--- config.mk ---
export PLATFORM = sky130hd
export DESIGN_NAME = linked_queue_manager
export DESIGN_NICKNAME = d
export VERILOG_FILES = /design/src/design/lqm_pkg.sv /design/src/design/linked_queue_manager.sv /design/src/design/lqm_ram.sv /design/src/design/lqm_seq.sv
export SDC_FILE = /design/constraint.sdc
export NUM_CORES = 1
export LEC_CHECK = 0
export ABC_AREA = 1
export BUFFER_PORTS_ARGS = -buffer_cell sky130_fd_sc_hd__buf_2
export CAP_MARGIN = 20
export CORE_MARGIN = 4
export CORE_UTILIZATION = 50
export DETAILED_ROUTE_END_ITERATION = 8
export PLACE_DENSITY_LB_ADDON = 0.2
export SYNTH_ARGS = -nofsm -noshare
export SYNTH_HDL_FRONTEND = slang
export SYNTH_HIERARCHICAL = 1
export SYNTH_SLANG_ARGS = --single-unit
--- constraint.sdc ---
create_clock -name clk -period 3.5 [get_ports clk]
set_clock_uncertainty 0.15 [all_clocks]
set_input_delay 0.525 -clock clk [delete_from_list [all_inputs] [get_ports clk]]
set_output_delay 0.525 -clock clk [all_outputs]
set_load 0.005 [all_outputs]
--- src/design/lqm_pkg.sv ---
// shared types and constants for the linked queue manager
package lqm_pkg;

    localparam int NODES   = 16;
    localparam int NODE_W  = 4;
    localparam int COUNT_W = 5;

    localparam logic       CMD_APPEND    = 1'b0;
    localparam logic       CMD_REMOVE    = 1'b1;

    localparam logic [1:0] STATUS_DONE   = 2'd0;
    localparam logic [1:0] STATUS_QUEUED = 2'd1;
    localparam logic [1:0] STATUS_ABSENT = 2'd2;

    typedef enum logic [1:0] {
        ST_IDLE,
        ST_EVAL,
        ST_LINK,
        ST_RESULT
    } state_t;

    typedef struct packed {
        logic [1:0]         status;
        logic [COUNT_W-1:0] count;
        logic [NODE_W-1:0]  head;
        logic               empty_res;
    } result_t;

endpackage

--- src/design/linked_queue_manager.sv ---
// top level of the linked queue manager: link memories, sequencer and output register
//
// usage:
//   the input channel (in_valid, in_ready, cmd, node) carries one operation per
//   transaction: cmd 0 appends node at the tail, cmd 1 removes node from anywhere.
//   the output channel (out_valid, out_ready, status, count, head, empty_res)
//   returns exactly one result per operation, in order.
//   in_ready is high only while the sequencer is idle; after the accepting edge it
//   passes through the eval and result states, with a link state between them for an
//   append to a nonempty queue, because the tail splice needs a second write step on
//   the link memories. out_valid is registered from the result state. the sequencer
//   returns to idle as its result is loaded, so it takes no new operation before the
//   last result is loaded; each operation reads the registered link memories first.
//   results wait in an output register; a stalled receiver holds the finished
//   result there, and at most one more operation is processed before the
//   sequencer waits for that register to free up.
//   reset empties the queue and clears all membership bits at once; the link
//   memories need no clearing pass since a link is read only after it is written.
module linked_queue_manager (
    input  logic                              clk,
    input  logic                              rst_n,
    input  logic                              in_valid,
    output logic                              in_ready,
    input  logic                              cmd,
    input  logic [lqm_pkg::NODE_W-1:0]        node,
    output logic                              out_valid,
    input  logic                              out_ready,
    output logic [1:0]                        status,
    output logic [lqm_pkg::COUNT_W-1:0]       count,
    output logic [lqm_pkg::NODE_W-1:0]        head,
    output logic                              empty_res
);

    logic                         res_valid;
    logic                         res_ready;
    lqm_pkg::result_t             res;
    logic                         next_we, prev_we;
    logic [lqm_pkg::NODE_W-1:0]   next_waddr, next_wdata, next_raddr, next_rdata;
    logic [lqm_pkg::NODE_W-1:0]   prev_waddr, prev_wdata, prev_raddr, prev_rdata;
    logic                         out_valid_reg, out_valid_next;
    lqm_pkg::result_t             out_res_reg;

    lqm_seq u_seq (
        .clk        (clk),
        .rst_n      (rst_n),
        .in_valid   (in_valid),
        .in_ready   (in_ready),
        .cmd        (cmd),
        .node       (node),
        .res_valid  (res_valid),
        .res_ready  (res_ready),
        .res        (res),
        .next_we    (next_we),
        .next_waddr (next_waddr),
        .next_wdata (next_wdata),
        .next_raddr (next_raddr),
        .next_rdata (next_rdata),
        .prev_we    (prev_we),
        .prev_waddr (prev_waddr),
        .prev_wdata (prev_wdata),
        .prev_raddr (prev_raddr),
        .prev_rdata (prev_rdata)
    );

    lqm_ram #(
        .WIDTH (lqm_pkg::NODE_W),
        .DEPTH (lqm_pkg::NODES)
    ) u_next_ram (
        .clk   (clk),
        .we    (next_we),
        .waddr (next_waddr),
        .wdata (next_wdata),
        .raddr (next_raddr),
        .rdata (next_rdata)
    );

    lqm_ram #(
        .WIDTH (lqm_pkg::NODE_W),
        .DEPTH (lqm_pkg::NODES)
    ) u_prev_ram (
        .clk   (clk),
        .we    (prev_we),
        .waddr (prev_waddr),
        .wdata (prev_wdata),
        .raddr (prev_raddr),
        .rdata (prev_rdata)
    );

    assign res_ready = !out_valid_reg || out_ready;

    always_comb
    begin
        out_valid_next = out_valid_reg;
        if (res_valid && res_ready)
        begin
            out_valid_next = 1'b1;
        end
        else if (out_ready)
        begin
            out_valid_next = 1'b0;
        end
    end

    always_ff @(posedge clk or negedge rst_n)
    begin
        if (!rst_n)
        begin
            out_valid_reg <= 1'b0;
        end
        else
        begin
            out_valid_reg <= out_valid_next;
        end
    end

    always_ff @(posedge clk)
    begin
        if (res_valid && res_ready)
        begin
            out_res_reg <= res;
        end
    end

    assign out_valid = out_valid_reg;
    assign status    = out_res_reg.status;
    assign count     = out_res_reg.count;
    assign head      = out_res_reg.head;
    assign empty_res = out_res_reg.empty_res;

endmodule

--- src/design/lqm_ram.sv ---
// generic single write port ram with one registered read port
module lqm_ram #(
    parameter int WIDTH = 4,
    parameter int DEPTH = 16
) (
    input  logic                     clk,
    input  logic                     we,
    input  logic [$clog2(DEPTH)-1:0] waddr,
    input  logic [WIDTH-1:0]         wdata,
    input  logic [$clog2(DEPTH)-1:0] raddr,
    output logic [WIDTH-1:0]         rdata
);

    logic [WIDTH-1:0] mem [DEPTH];

    always_ff @(posedge clk)
    begin
        if (we)
        begin
            mem[waddr] <= wdata;
        end
        rdata <= mem[raddr];
    end

endmodule

--- src/design/lqm_seq.sv ---
// sequencer for append and remove over the link memories, with membership and head state
module lqm_seq (
    input  logic                           clk,
    input  logic                           rst_n,
    input  logic                           in_valid,
    output logic                           in_ready,
    input  logic                           cmd,
    input  logic [lqm_pkg::NODE_W-1:0]     node,
    output logic                           res_valid,
    input  logic                           res_ready,
    output lqm_pkg::result_t               res,
    output logic                           next_we,
    output logic [lqm_pkg::NODE_W-1:0]     next_waddr,
    output logic [lqm_pkg::NODE_W-1:0]     next_wdata,
    output logic [lqm_pkg::NODE_W-1:0]     next_raddr,
    input  logic [lqm_pkg::NODE_W-1:0]     next_rdata,
    output logic                           prev_we,
    output logic [lqm_pkg::NODE_W-1:0]     prev_waddr,
    output logic [lqm_pkg::NODE_W-1:0]     prev_wdata,
    output logic [lqm_pkg::NODE_W-1:0]     prev_raddr,
    input  logic [lqm_pkg::NODE_W-1:0]     prev_rdata
);

    lqm_pkg::state_t                   state_reg, state_next;
    logic                              cmd_reg, cmd_next;
    logic [lqm_pkg::NODE_W-1:0]        node_reg, node_next;
    logic [lqm_pkg::NODE_W-1:0]        head_reg, head_next;
    logic [lqm_pkg::COUNT_W-1:0]       count_reg, count_next;
    logic [lqm_pkg::NODES-1:0]         member_reg, member_next;
    logic [1:0]                        status_reg, status_next;

    always_ff @(posedge clk or negedge rst_n)
    begin
        if (!rst_n)
        begin
            state_reg  <= lqm_pkg::ST_IDLE;
            head_reg   <= '0;
            count_reg  <= '0;
            member_reg <= '0;
        end
        else
        begin
            state_reg  <= state_next;
            head_reg   <= head_next;
            count_reg  <= count_next;
            member_reg <= member_next;
        end
    end

    always_ff @(posedge clk)
    begin
        cmd_reg    <= cmd_next;
        node_reg   <= node_next;
        status_reg <= status_next;
    end

    always_comb
    begin
        state_next  = state_reg;
        cmd_next    = cmd_reg;
        node_next   = node_reg;
        head_next   = head_reg;
        count_next  = count_reg;
        member_next = member_reg;
        status_next = status_reg;
        in_ready    = 1'b0;
        res_valid   = 1'b0;
        next_we     = 1'b0;
        next_waddr  = node_reg;
        next_wdata  = node_reg;
        prev_we     = 1'b0;
        prev_waddr  = node_reg;
        prev_wdata  = node_reg;
        // reads are issued while idle so that link data is ready in the eval cycle
        next_raddr  = node;
        prev_raddr  = (cmd == lqm_pkg::CMD_APPEND) ? head_reg : node;

        unique case (state_reg)
            lqm_pkg::ST_IDLE:
            begin
                in_ready = 1'b1;
                if (in_valid)
                begin
                    cmd_next   = cmd;
                    node_next  = node;
                    state_next = lqm_pkg::ST_EVAL;
                end
            end
            lqm_pkg::ST_EVAL:
            begin
                state_next  = lqm_pkg::ST_RESULT;
                status_next = lqm_pkg::STATUS_DONE;
                if (cmd_reg == lqm_pkg::CMD_APPEND)
                begin
                    if (member_reg[node_reg])
                    begin
                        status_next = lqm_pkg::STATUS_QUEUED;
                    end
                    else if (count_reg == '0)
                    begin
                        // single node points at itself both ways
                        next_we               = 1'b1;
                        prev_we               = 1'b1;
                        head_next             = node_reg;
                        count_next            = count_reg + 1'b1;
                        member_next[node_reg] = 1'b1;
                    end
                    else
                    begin
                        // prev_rdata holds the tail
                        prev_we    = 1'b1;
                        prev_wdata = prev_rdata;
                        next_we    = 1'b1;
                        next_waddr = prev_rdata;
                        state_next = lqm_pkg::ST_LINK;
                    end
                end
                else
                begin
                    if (!member_reg[node_reg])
                    begin
                        status_next = lqm_pkg::STATUS_ABSENT;
                    end
                    else if (count_reg <= 5'd1)
                    begin
                        head_next             = '0;
                        count_next            = '0;
                        member_next[node_reg] = 1'b0;
                    end
                    else
                    begin
                        prev_we    = 1'b1;
                        prev_waddr = next_rdata;
                        prev_wdata = prev_rdata;
                        next_we    = 1'b1;
                        next_waddr = prev_rdata;
                        next_wdata = next_rdata;
                        if (node_reg == head_reg)
                        begin
                            head_next = next_rdata;
                        end
                        count_next            = count_reg - 1'b1;
                        member_next[node_reg] = 1'b0;
                    end
                end
            end
            lqm_pkg::ST_LINK:
            begin
                // close the ring: new tail points forward to head, head back to new tail
                next_we               = 1'b1;
                next_wdata            = head_reg;
                prev_we               = 1'b1;
                prev_waddr            = head_reg;
                count_next            = count_reg + 1'b1;
                member_next[node_reg] = 1'b1;
                state_next            = lqm_pkg::ST_RESULT;
            end
            lqm_pkg::ST_RESULT:
            begin
                res_valid = 1'b1;
                if (res_ready)
                begin
                    state_next = lqm_pkg::ST_IDLE;
                end
            end
            default:
            begin
                state_next = lqm_pkg::ST_IDLE;
            end
        endcase
    end

    always_comb
    begin
        res.status    = status_reg;
        res.count     = count_reg;
        res.empty_res = (count_reg == '0);
        res.head      = (count_reg == '0) ? '0 : head_reg;
    end

    a_count_matches_members: assert property (@(posedge clk) disable iff (!rst_n)
        32'(count_reg) == $countones(member_reg))
        else $error("queue count differs from number of member bits");

    a_head_is_member: assert property (@(posedge clk) disable iff (!rst_n)
        (count_reg != '0) |-> member_reg[head_reg])
        else $error("head node of a nonempty queue is not queued");

    a_link_follows_eval: assert property (@(posedge clk) disable iff (!rst_n)
        (state_reg == lqm_pkg::ST_LINK) |-> ($past(state_reg) == lqm_pkg::ST_EVAL
            && cmd_reg == lqm_pkg::CMD_APPEND && !member_reg[node_reg]))
        else $error("tail link step entered outside a valid append");

endmodule
== Word level (Yosys, flattened, before mapping) ==
Memory sizes are Yosys's and may differ from the RTL's. A register that Yosys moved wholly into a read port is not among the register bits.
Index checks and enable logic that the tools add are counted.

* Bits in writable memories: 128
* Logic and storage cells: 99
* Memories kept: 2
* Input port bits: 9
* Bits in registers: 47
* Output and inout port bits: 14

{| class="wikitable"
|+ Memories
! name !! words !! bits a word !! read ports !! clocked after memory_dff !! write ports !! RTL line !! source
|-
| u_next_ram.mem || 16 || 4 || 1 || 1 || 1 || lqm_ram.sv:14 || <nowiki>logic [WIDTH-1:0] mem [DEPTH];</nowiki>
|-
| u_prev_ram.mem || 16 || 4 || 1 || 1 || 1 || lqm_ram.sv:14 ||
|}

* Order comparisons: 3
* Reduce and logical (&&, ||, !) cells: 13
* Bitwise gates (word level): 3
* Multiplexer cells: 52
* Equal/unequal tests: 12
* $add $sub $neg: 2

{| class="wikitable"
|+ Operator list
! cell !! number
|-
| two-way mux 16 bit || 4
|-
| two-way mux 4 bit || 16
|-
| one-hot mux 16 bit (2 select lines) || 1
|-
| two-way mux 5 bit || 5
|-
| AND 16 bit || 1
|-
| inverter 16 bit || 1
|-
| OR 16 bit || 1
|-
| two-way mux 1 bit || 14
|-
| two-way mux 2 bit || 6
|-
| one-hot mux 5 bit (2 select lines) || 1
|-
| one-hot mux 2 bit (4 select lines) || 1
|-
| one-hot mux 4 bit (2 select lines) || 1
|-
| inequality test 2 bit, second input constant || 3
|-
| inequality test 3 x 2 -> 1 bit, second input constant || 2
|-
| inequality test 3 bit, second input constant || 2
|-
| nonzero test 2 bit || 3
|-
| adder 5 x 1 -> 5 bit, second input constant || 1
|-
| <= comparator 5 x 1 -> 1 bit, second input constant || 1
|-
| zero test 5 bit || 1
|-
| less-than comparator 4 x 5 -> 1 bit, second input constant || 1
|-
| AND reduction 5 bit || 1
|-
| subtractor 5 x 1 -> 5 bit, second input constant || 1
|-
| binary-select mux 1 bit (select 4 bit) || 1
|-
| demux 1 bit (select 4 bit) || 1
|-
| 12 further kinds || 15
|}

== Logic depth before layout (Yosys ltp) ==
Gate-level depths: netlist of the first run.

* Word-level depth: 9
* Gate-level depth with buffers: 19
* Mapped depth without buffers: 18

== Modules after synthesis ==
Netlist of the first run, hierarchy kept.

{| class="wikitable"
|+ By module, submodules not included
! module !! area each (um^2) !! times used !! sequential area each (um^2) !! cells each
|-
| lqm_ram || 2966.6 || 2 || 2001.9 || 290
|-
| lqm_seq || 3005.4 || 1 || 885.8 || 452
|-
| linked_queue_manager || 405.4 || 1 || 385.4 || 18
|}

== Worst setup path after synthesis of the first run ==
OpenSTA, ideal clock, no wires.

* Path kind: reg2reg
* Start point: register u_seq/node_reg[0] (netlist bit)
* End point: memory u_prev_ram.mem[10][0], enable pin
* Cell stages (with the launch flop): 17
* Buffers on the path: 3
* Path slack: 0.610 ns
* Required time: 3.021 ns
* Period minus slack after synthesis: 2.890 ns
* Library setup time: 0.329 ns
* Arrival: 2.410 ns
* Cells stage by stage: edfxtp_1 -> buf_6 -> buf_6 -> nand2_1 -> nand2_1 -> nand2_1 -> nand2_1 -> nand2_2 -> nand2_4 -> nor2_8 -> nor2_1 -> nand3_1 -> nand3_1 -> a21oi_1 -> buf_4 -> nand3b_1 -> nor2_1

* Elaborated cells on any way between the ends: 12
* Classes of those cells: mux: 12

{| class="wikitable"
|+ RTL lines
! element !! RTL line !! source
|-
| start: declaration || lqm_seq.sv:26 || <nowiki>logic [lqm_pkg::NODE_W-1:0] node_reg, node_next;</nowiki>
|-
| start signal: assignment || lqm_seq.sv:53 || <nowiki>node_reg <= node_next;</nowiki>
|-
| binary-select mux 1 bit (select 4 bit) || lqm_seq.sv:120 || <nowiki>if (!member_reg[node_reg])</nowiki>
|-
| two-way mux 1 bit (implied by the code) || lqm_seq.sv:120 ||
|-
| two-way mux 4 bit (2 in series) || - ||
|-
| one-hot mux 4 bit (2 select lines) || - ||
|-
| net next_wdata, one bit || linked_queue_manager.sv:38 || <nowiki>logic [lqm_pkg::NODE_W-1:0] next_waddr, next_wdata, next_raddr, next_rdata;</nowiki>
|-
| end: declaration || lqm_ram.sv:14 ||
|}

The timed path passes the listed nets, and every way through them passes these cells. The select of a mux whose other input is x is not followed.

== Final worst setup path of the first run ==
* Start point: register u_seq/node_reg[0] (netlist bit)
* End point: memory u_prev_ram.mem[11][2], enable pin

The elaborated chain is that of the path after synthesis.

==> results of run 1 <==
kinds of logic after synthesis:
| kind of cell | share of synthesized area [%] |
|---|---|
| AOI/OAI and AO/OA | 3.11 |
| xor gates and xnor gates | 0.656 |
| buffers and inverters | 10.5 |
| and+or+nand+nor | 27.7 |
| DFF | 56.5 |
| muxes | 0.482 |
| adders and majority gates | 1.07 |
synthesized netlist by cell type (all sizes together) (8+ instances only):
cell type	n	area, um2
a21oi	28	140
buf	47	393
dfrtp	28	701
dfxtp	8	160
edfxtp	147	4410
ha	8	100
inv	143	554
nand2	384	1480
nand3	134	726
nand4	17	106
nor2	57	243
o21ai	16	80.1
cells in the final DEF (no fill, tap or decap), types with 2 or more instances in the layout:
master | synthesis | final
buf_2 | 8 | 22
xor2_1 | 7 | 7
a21oi_1 | 28 | 28
bufinv_16 | 0 | 2
dfrtp_1 | 28 | 28
nand2_1 | 374 | 374
mux2_2 | 4 | 4
clkbuf_1 | 7 | 2
nand4_1 | 17 | 17
nor2_2 | 2 | 2
nor2_1 | 53 | 53
nand3_2 | 11 | 11
clkinv_4 | 0 | 2
ha_1 | 8 | 8
inv_1 | 135 | 135
nand3_1 | 123 | 123
buf_4 | 23 | 18
nand3b_1 | 4 | 4
dfxtp_1 | 8 | 8
nand2_4 | 3 | 3
o21ai_0 | 12 | 12
nand2_2 | 7 | 7
inv_4 | 3 | 3
clkbuf_16 | 0 | 17
clkinv_1 | 2 | 2
edfxtp_1 | 147 | 147
inv_2 | 3 | 3
a22oi_1 | 2 | 2
o21ai_1 | 4 | 4
clkinv_8 | 0 | 3
inv_6 | 2 | 5
inv_8 | 0 | 3
stage by stage:
stage	utilization (%)	cell area [um2]	setup WS (ns)
after global placement	52.1	9460	0.414
after CTS	55.6	10100	0.363
after global routing	55.6	10100	0.0613
final	55.6	10100	0.306
after detailed placement	52.1	9460	0.389
after floorplan	-	9340	0.610
worst paths after layout:
kind                            slack (ns)  cells past startpoint                              end                              start
max in group asynchronous             2.26                      2                        async pin                              rst_n
worst max-delay path                  0.31                     14  u_prev_ram/mem[11][2]$_DFFE_PP_        u_seq/node_reg[0]$_DFFE_PP_
worst min register to register        0.28                      0              status[1]$_DFFE_PP_  u_seq/status_reg[1]$_SDFFCE_PN0P_
min in group asynchronous             0.51                      2    u_seq/head_reg[3]$_DFFE_PN0P_                              rst_n
worst min-delay path                  0.22                      4            out_valid$_DFFE_PN0P_                          out_ready
worst max register to register        0.31                     14  u_prev_ram/mem[11][2]$_DFFE_PP_        u_seq/node_reg[0]$_DFFE_PP_
power groups by stage:
stage	combinational, mW	sequential, mW	clock [mW]
after floorplan	2.18	3.34	0
after global placement	2.90	3.42	0
after global routing	3.30	3.42	2.13
final	2.96	3.38	1.98
after CTS	2.95	3.37	2.02
after detailed placement	2.94	3.42	0
metal layers:
metal  vias up  global-route usage, %  share of wire (%)
met1      3111                   29.1                 47
met3        26                   3.84                6.2
met5         -                      0                  0
li1       3392                      -                  -
met2       234                   32.0                 46
met4         0                   5.50                1.1
worst min-delay path, cell delays in order:
cell     delay [ns]
buf_2          0.08
inv_1          0.04
nand2_1        0.08
nand2_1        0.05
area by class of cell:
| type | count | area [um2] |
|---|---|---|
| Clock buffer | 19 | 433 |
| Sequential cell | 183 | 5280 |
| Fill cell | 1622 | 8060 |
| Inverter | 145 | 562 |
| Timing Repair Buffer | 41 | 255 |
| Clock inverter | 13 | 186 |
| Multi-Input combinational cell | 668 | 3090 |
| Tap cell | 229 | 287 |
==> impl_results.md, run 1 <==
- Outcome: finished clean
- CP top delay family: simple AND/OR/NAND/NOR gates
- EDFF count, synth: 147
- # port buffers: 22
- Final worst path period need: 3.19 ns
- Critical-path cell list: buf_4, nand2_1, nand2_1, nand2_1, nand2_1, nand2_1, nand2_2, nor2_8, nor2_1, nand3_1, nand3_1, a21oi_1, nand2_1, nor2_1
- Routed length per placed instance: 15.6 um
- CTS max path bufs: 2
- Synthesized flop and latch total: 183
- IO Count: 23
- Largest net degree at the start of global routing: 35
- Max-cap viol count: 0
- Synth Net Count: 1067
- Sequential area share after synthesis: 56.5%
- Htree depth: 4
- CTS Hold Buffers Added: 1
- GRT Overall Usage: 20.3%
- Mean Syn Cell Area: 8.90 um2
- Mapped cell area: 0.00934 mm2
- Hpwl dp: 13600 um
- DRT Pass-1 Iters: 6
- Clock Power Share: 23.8%
- # nets final: 1073
- Die width: 145 um
- Critical path startpoint category: flop
- Hold_ws: 0.221 ns
- Worst path slowest cell: edfxtp_1
- Inserted Clock Buffers: 17
- Post-CTS Setup Inserts: 0
- Fin crit share: 91.3%
- Routed WL: 20300 um
- Synth Instances: 1050
- Clk sinks: 183
- Vias in the first global route: 6362
- CTS root buffer: clkbuf_16
- Crit-path max cell delay: 0.52 ns
- Leak: 4.56 nW
- TritonCTS clock tree: done
- Area Overhead vs Synth: 7.94%
- Non-Filler Instances: 1298
- Worst Path Required: 3.44 ns
- Post-Place Cells: 1265
- Count of different cell masters after synthesis: 37
- Via-to-Cell Ratio: 5.21
- HP Class: in -> reg
- Largest regs: u_next_ram/mem x64, u_prev_ram/mem x64
- Die area: 0.0209 mm2
- Switching Share: 39.4%
- Antenna violations before repair: 0
- Max FO, Critical Path: 11
- Rows: 49
- Die height: 145 um
- Setup TNS Final: 0 ns
- Sequential share of power: 40.6%
- Fraction of registers with async set/reset: 15.3%
- Clk slew on worst S/H paths: 0.07 ns
- Drt first-iter violations: 678
- Prevailing post-synth register cell: edfxtp_1
- Initial Utilization: 51.5%
- Vias: 6763
- Comb pwr share: 35.6%
- Final-report hold violation count: 0
- Int Pwr: 5.04 mW
- Tot Pwr: 8.32 mW
- Slew headroom: 52.8%
- Slew Limit Fails: 0
- WP buf/inv: 1
- Final setup fails: 0
- Grt total ovfl: 0
- GPL Wtd Cong: 0.896
- Layout cell share with drive strength beyond 1: 10.1%
- Worst Setup End Kind: flop
- Switch Pwr: 3.28 mW
- Inserted Diodes: 0
- Cell repeated most along the worst path: nand2_1
- CP Class: reg -> reg
- Post_cts resized: 0
- Pwr Density: 825 mW/mm2
- Core Area: 0.0181 mm2
- WP data arrival: 3.14 ns
- Ys Warns: 6
- Clk Latency, worst-skew pair: 0.43 ns
- VDD IR-drop max: 432 uV
- Worst-margin pin slew: 0.708 ns
- RSZ-0062 raised after global routing: false
- Fmax: 313 MHz
- Routed Antenna Nets: 0
- First-pass GRT wire length: 32800 um
- Remaining DRCs: 0
Note: power is estimated with default switching activity, not from simulation.
==> inputs of run 2 (changes only) <==
- GPL_ROUTABILITY_DRIVEN: not set -> 0
- PLACE_DENSITY_LB_ADDON: 0.2 -> 0.05
==> run 2 against run 1 <==
Final cell count is 0.39% higher; critical path depth is 1 higher; sequential cell count unchanged; setup slack worse by 0.042 ns; sequential power is essentially flat; combinational power increased by 3%; count of clock-buffer cells in the layout is 1 lower; worst hold slack lost 0.018 ns; design area increased by 0.20%; via count rose by 1.3%; maximum frequency is 1.3% lower; die area unchanged; critical endpoint is now u_prev_ram/mem[1][1]$_DFFE_PP_.
==> impl_results.md, run 2 (synthesis gave the netlist of run 1 again) <==
- Most frequent cells in the layout: nand2_1 (374), edfxtp_1 (147), inv_1 (135), nand3_1 (123), nor2_1 (53)
- Antenna violations before repair: 0 (unchanged)
- Remaining DRCs: 0 (unchanged)
- # nets final: 1078 (+0.47%)
- Slew headroom: 49.1% (-3.7 points)
- Worst path slowest cell: edfxtp_1
- Switching Share: 40.0% (+0.59 points)
- Worst Slack Setup Final: 0.264 ns (-0.0425 ns)
- Clk sinks: 183 (unchanged)
- Initial Utilization: 51.5% (unchanged)
- Clk Latency, worst-skew pair: 0.44 ns (about the same)
- Int Pwr: 5.02 mW (-0.38%)
- Leak: 4.59 nW (+0.47%)
- Core Area: 0.0181 mm2 (unchanged)
- Vias in the first global route: 6560 (+3.1%)
- Post-CTS Setup Inserts: 0 (unchanged)
- Largest regs: u_next_ram/mem x64, u_prev_ram/mem x64
- Outcome: finished clean
- First-pass GRT wire length: 34000 um (+3.9%)
- Inserted Clock Buffers: 17 (unchanged)
- CTS root buffer: clkbuf_16
- GRT Overall Usage: 21.1% (+0.79 points)
- Worst-margin pin slew: 0.764 ns (+0.0561 ns)
- Clk slew on worst S/H paths: 0.07 ns (about the same)
- Switch Pwr: 3.35 mW (+2.1%)
- Cell repeated most along the worst path: nand2_1
- RSZ-0062 raised after global routing: false
- Setup WS pre-CTS: 0.345 ns (-0.0445 ns)
- Routed WL: 20900 um (+3.0%)
- Setup TNS Final: 0 ns (unchanged)
- Final setup fails: 0 (unchanged)
- Via-to-Cell Ratio: 5.26 (+0.96%)
- Rows: 49 (unchanged)
- Hpwl dp: 14400 um (+5.8%)
- TritonCTS clock tree: done
- Die width: 145 um (unchanged)
- Pwr Density: 828 mW/mm2 (+0.40%)
- Layout cell share with drive strength beyond 1: 10.6% (+0.51 points)
- CTS max path bufs: 2 (unchanged)
- Post_cts resized: 0 (unchanged)
- HP Class: in -> reg
- WP data arrival: 3.18 ns (+0.04 ns)
- Die area: 0.0209 mm2 (unchanged)
- Htree depth: 4 (unchanged)
- Sequential share of power: 40.4% (-0.2 points)
- Routed length per placed instance: 16.1 um (+2.6%)
- Clock Power Share: 23.2% (-0.6 points)
- Final-report hold violation count: 0 (unchanged)
- Routed Antenna Nets: 0 (unchanged)
- Crit-path max cell delay: 0.57 ns (+0.05 ns)
- Most common cell after layout, fill and taps aside: nand2_1
- Worst Path Required: 3.44 ns (about the same)
- Largest net degree at the start of global routing: 35 (unchanged)
- Inserted Diodes: 0 (unchanged)
- Fillcell total: 1653 (+1.9%)
- Comb pwr share: 36.4% (+0.8 points)
- Die height: 145 um (unchanged)
- # port buffers: 22 (unchanged)
- VDD IR-drop max: 598 uV (+38%)
- Max FO, Critical Path: 11 (unchanged)
- Final worst path period need: 3.24 ns (+0.0425 ns)
- Vias: 6854 (+1.3%)
- Max-cap viol count: 0 (unchanged)
- Drt first-iter violations: 606 (-11%)
- Critical path startpoint category: flop
- CP Class: reg -> reg
- DRT Pass-1 Iters: 5 (-1)
- Critical-path cell list: inv_4, nand2_1, nand2_1, nand2_1, nand2_1, nand2_1, nand2_2, inv_1, nand2_2, nand2_1, nand2_1, nand3_1, a21oi_1, nand2_1, nor2_1
- Fmax: 309 MHz (-1.3%)
- Area Overhead vs Synth: 8.15%
- Fin crit share: 92.5% (+1.2 points)
- IO Count: 23 (unchanged)
- Slew Limit Fails: 0 (unchanged)
- Worst Setup End Kind: flop
- Grt total ovfl: 0 (unchanged)
[run 2: cell type report]
| class | instances | area (um2) | area share, % |
|---|---|---|---|
| timing repair buffer | 46 | 293 | 2.90 |
| inverter | 145 | 562 | 5.56 |
| multi-input combinational | 668 | 3090 | 30.6 |
| clock buffer | 18 | 429 | 4.25 |
| sequential | 183 | 5280 | 52.2 |
| clock inverter | 14 | 173 | 1.71 |
| tap | 229 | 287 | 2.84 |
[run 2: worst paths after layout]
kind                                                   startpoint                             end  slack (ns)  depth (start not counted)
worst min register to register  u_seq/status_reg[0]$_SDFFCE_PP0P_             status[0]$_DFFE_PP_        0.27                          0
worst max-delay path                  u_seq/node_reg[0]$_DFFE_PP_  u_prev_ram/mem[1][1]$_DFFE_PP_        0.26                         15
min in group asynchronous                                   rst_n   u_seq/head_reg[2]$_DFFE_PN0P_        0.51                          2
worst max register to register        u_seq/node_reg[0]$_DFFE_PP_  u_prev_ram/mem[1][1]$_DFFE_PP_        0.26                         15
max in group asynchronous                                   rst_n                       async pin        2.24                          2
worst min-delay path                                    out_ready           out_valid$_DFFE_PN0P_        0.20                          4
[run 2: critical path, delay by kind of cell, from the launching register on]
family                 cells  cell delay (ns)
buffers and inverters      2             0.24
AO/OA/AOI/OAI              1             0.45
flip-flops                 1             0.57
AND/OR/NAND/NOR           12             1.49
[run 2: stage by stage]
| step | utilization, % | area, um2 | power [mW] | hold WS [ns] | instances |
|---|---|---|---|---|---|
| 5_1_grt | 55.7 | 10100 | 8.92 | 0.222 | 1303 |
| 6_report | 55.7 | 10100 | 8.37 | 0.203 | 1303 |
| 4_1_cts | 55.7 | 10100 | 8.40 | 0.188 | 1303 |
| 3_5_place_dp | 52.3 | 9490 | 6.46 | 0.257 | 1270 |
| 2_1_floorplan | - | 9340 | 5.52 | 0.0794 | 1050 |
| 3_3_place_gp | 52.3 | 9490 | 6.44 | 0.255 | 1270 |
[run 2: metal layers]
layer  global-route usage [%]  wire length, um  up-vias
li1                         -                -     3392
met1                     28.9             9480     3253
met2                     34.5            10000      184
met3                     4.01             1120       25
met4                     6.19              295        0
met5                        0                0        -
[run 2: power by group through the flow]
stage	Sequential (mW)	Combinational, mW	Clock (mW)
2_1_floorplan	3.34	2.18	0
4_1_cts	3.38	3.04	1.98
3_3_place_gp	3.42	3.02	0
6_report	3.38	3.05	1.94
3_5_place_dp	3.42	3.04	0
5_1_grt	3.42	3.42	2.08
[run 2: repair_timing]
action,in CTS,in global routing
hold endpoints to repair,7,0
hold buffers,1,0
setup endpoints to repair,0,0
==> inputs of run 3 (changes only) <==
- CTS_BUF_LIST: not set -> sky130_fd_sc_hd__clkbuf_8
- RECOVER_POWER: not set -> 50
==> run 3 against run 2 <==
The run now ends with max-capacitance violations, max-slew violations left; clock power decreased by 25%; first-iteration DRC count up 0.83%; global-route usage shrank 0.22 points; core utilization shrank 1.4 points; sequential cell count did not move; sequential power barely moved; via count shrank 0.26%; routed wire length fell by 0.98%; count of clock-buffer cells in the layout down 1; worst hold slack lost 0.030 ns.
==> impl_results.md, run 3 (synthesis gave the netlist of run 1 again) <==
- Setup TNS Final: 0 ns (unchanged)
- Hpwl dp: 14400 um (unchanged)
- CP top delay family: simple AND/OR/NAND/NOR gates
- Max FO, Critical Path: 11 (unchanged)
- Failing checks: max-capacitance violations, max-slew violations
- Hold depth: 4 (unchanged)
- Cell repeated most along the worst path: nand2_1
- R2R setup slack: 0.26 ns (about the same)
- Inserted Diodes: 0 (unchanged)
- Fillcell total: 1696 (+2.6%)
- HP Class: in -> reg
- Critical-path cell list: inv_4, nand2_1, nand2_1, nand2_1, nand2_1, nand2_1, nand2_2, inv_1, nand2_2, nand2_1, nand2_1, nand3_1, a21oi_1, nand2_1, nor2_1
- Die width: 145 um (unchanged)
- Final-report hold violation count: 0 (unchanged)
- Worst path slowest cell: edfxtp_1
- Pwr Density: 792 mW/mm2 (-4.4%)
- Layout cell share with drive strength beyond 1: 7.73% (-2.9 points)
- Clk Latency, worst-skew pair: 0.46 ns (+0.02 ns)
- Area Overhead vs Synth: 5.34%
- Die area: 0.0209 mm2 (unchanged)
- Vias in the first global route: 6549 (-0.17%)
- Most frequent cells in the layout: nand2_1 (375), edfxtp_1 (147), inv_1 (137), nand3_1 (125), nor2_1 (54)
- Grt total ovfl: 0 (unchanged)
- CTS max path bufs: 2 (unchanged)
- VDD IR-drop max: 401 uV (-33%)
- Vias: 6836 (-0.26%)
- Worst Slack Setup Final: 0.257 ns (-0.00635 ns)
- TritonCTS clock tree: done
- Die height: 145 um (unchanged)
- IO Count: 23 (unchanged)
- Hold path start: out_ready
- Critical R2R Launch: u_seq/node_reg[0]$_DFFE_PP_
- # nets final: 1078 (unchanged)
- R2R cell count: 15 (unchanged)
- Fin crit share: 92.6% (+0.18 points)
- Clk sinks: 183 (unchanged)
- Outcome: finished with violations
- Drt first-iter violations: 611 (+0.83%)
- Critical path startpoint category: flop
- Via-to-Cell Ratio: 5.25 (-0.26%)
- Routed length per placed instance: 15.9 um (-0.98%)
- Slew Limit Fails: 64 (+64)
- Remaining DRCs: 0 (unchanged)
- Inserted Clock Buffers: 17 (unchanged)
- Crit path depth: 15 (unchanged)
- First-pass GRT wire length: 33800 um (-0.69%)
- Antenna violations before repair: 0 (unchanged)
- Routed WL: 20700 um (-0.98%)
- WP data arrival: 3.22 ns (+0.04 ns)
- DRT Pass-1 Iters: 5 (unchanged)
- # port buffers: 22 (unchanged)
- WP buf/inv: 2 (unchanged)
- Core Area: 0.0181 mm2 (unchanged)
- Largest net degree at the start of global routing: 35 (unchanged)
- Rows: 49 (unchanged)
- Initial Utilization: 51.5% (unchanged)
- Final setup fails: 0 (unchanged)
- Worst Path Required: 3.47 ns (+0.03 ns)
- Post-CTS Setup Inserts: 0 (unchanged)
- Fmax: 308 MHz (-0.20%)
- Worst Setup End Kind: flop
- RSZ-0062 raised after global routing: false
- Setup WS pre-CTS: 0.345 ns (unchanged)
- Slew headroom: -23.7% (-73 points)
- Setup crit start: u_seq/node_reg[0]$_DFFE_PP_
- Routed Antenna Nets: 0 (unchanged)
- CP Class: reg -> reg
- Crit-path max cell delay: 0.57 ns (about the same)
- Max-cap viol count: 2 (+2)
- Largest regs: u_next_ram/mem x64, u_prev_ram/mem x64
- Worst-margin pin slew: 1.86 ns (+1.09 ns)
- Leak: 4.42 nW (-3.6%)
- CTS root buffer: clkbuf_8
- Clk slew on worst S/H paths: 0.10 ns (+0.03 ns)
- GRT Overall Usage: 20.9% (-0.22 points)
- Final worst path period need: 3.24 ns (+0.00635 ns)
- Most common cell after layout, fill and taps aside: nand2_1
- Htree depth: 4 (unchanged)
## run 3: cell count changes in the layout (fill, tap and decap cells not counted), moves of 2 or more
cell / delta
buf_2: -16
nand3_1: +2
clkbuf_8: +17
clkbuf_16: -17
nand3_2: -2
buf_4: -8
clkbuf_1: +22
inv_1: +2
inv_2: -2
## run 3: cell type report
class | instances | area [um2] | area share [%]
sequential | 183 | 5280 | 53.6
multi-input combinational | 668 | 3070 | 31.2
inverter | 145 | 561 | 5.69
tap | 229 | 287 | 2.91
timing repair buffer | 46 | 243 | 2.47
clock buffer | 17 | 234 | 2.38
clock inverter | 15 | 176 | 1.79
## run 3: path summary, 6_finish.rpt
kind	endpoint
min in group asynchronous	u_seq/count_reg[2]$_DFFE_PN0P_
min	out_valid$_DFFE_PN0P_
max	u_prev_ram/mem[1][1]$_DFFE_PP_
max reg2reg	u_prev_ram/mem[1][1]$_DFFE_PP_
max in group asynchronous	async pin
min reg2reg	status[0]$_DFFE_PP_
## run 3: repair_timing
item                                   in CTS  in global routing
resized for setup                           0                  0
endpoints found under the hold margin      28                  0
hold buffers                                1                  0
## run 3: layer usage
| metal | global-route usage [%] | routed length (um) | up-vias |
|---|---|---|---|
| li1 | - | - | 3393 |
| met1 | 28.7 | 9610 | 3261 |
| met2 | 34.4 | 9880 | 164 |
| met3 | 4.34 | 976 | 18 |
| met4 | 4.76 | 249 | 0 |
| met5 | 0 | 0 | - |
## run 3: tightest hold or removal path, delay by kind of cell
kind                   cells  cell delay, ns
buffers and inverters      2            0.11
and+or+nand+nor            2            0.11
## run 3: metrics by stage
stage	area, um2	util [%]	hold WS (ns)	power [mW]	instances
after floorplan	9340	-	0.0794	5.52	1050
after global placement	9490	52.3	0.255	6.44	1270
after detailed placement	9490	52.3	0.257	6.46	1270
after CTS	9910	54.6	0.146	7.91	1303
after global routing	9840	54.2	0.164	8.35	1303
final	9840	54.2	0.173	7.79	1303
## run 3: report_power, final
| group | leakage [nW] | switching (mW) | total, mW | internal [mW] |
|---|---|---|---|---|
| Sequential | 1.77 | 0.243 | 3.38 | 3.14 |
| Combinational | 2.44 | 2.17 | 2.96 | 0.789 |
| Clock | 0.215 | 0.840 | 1.45 | 0.609 |
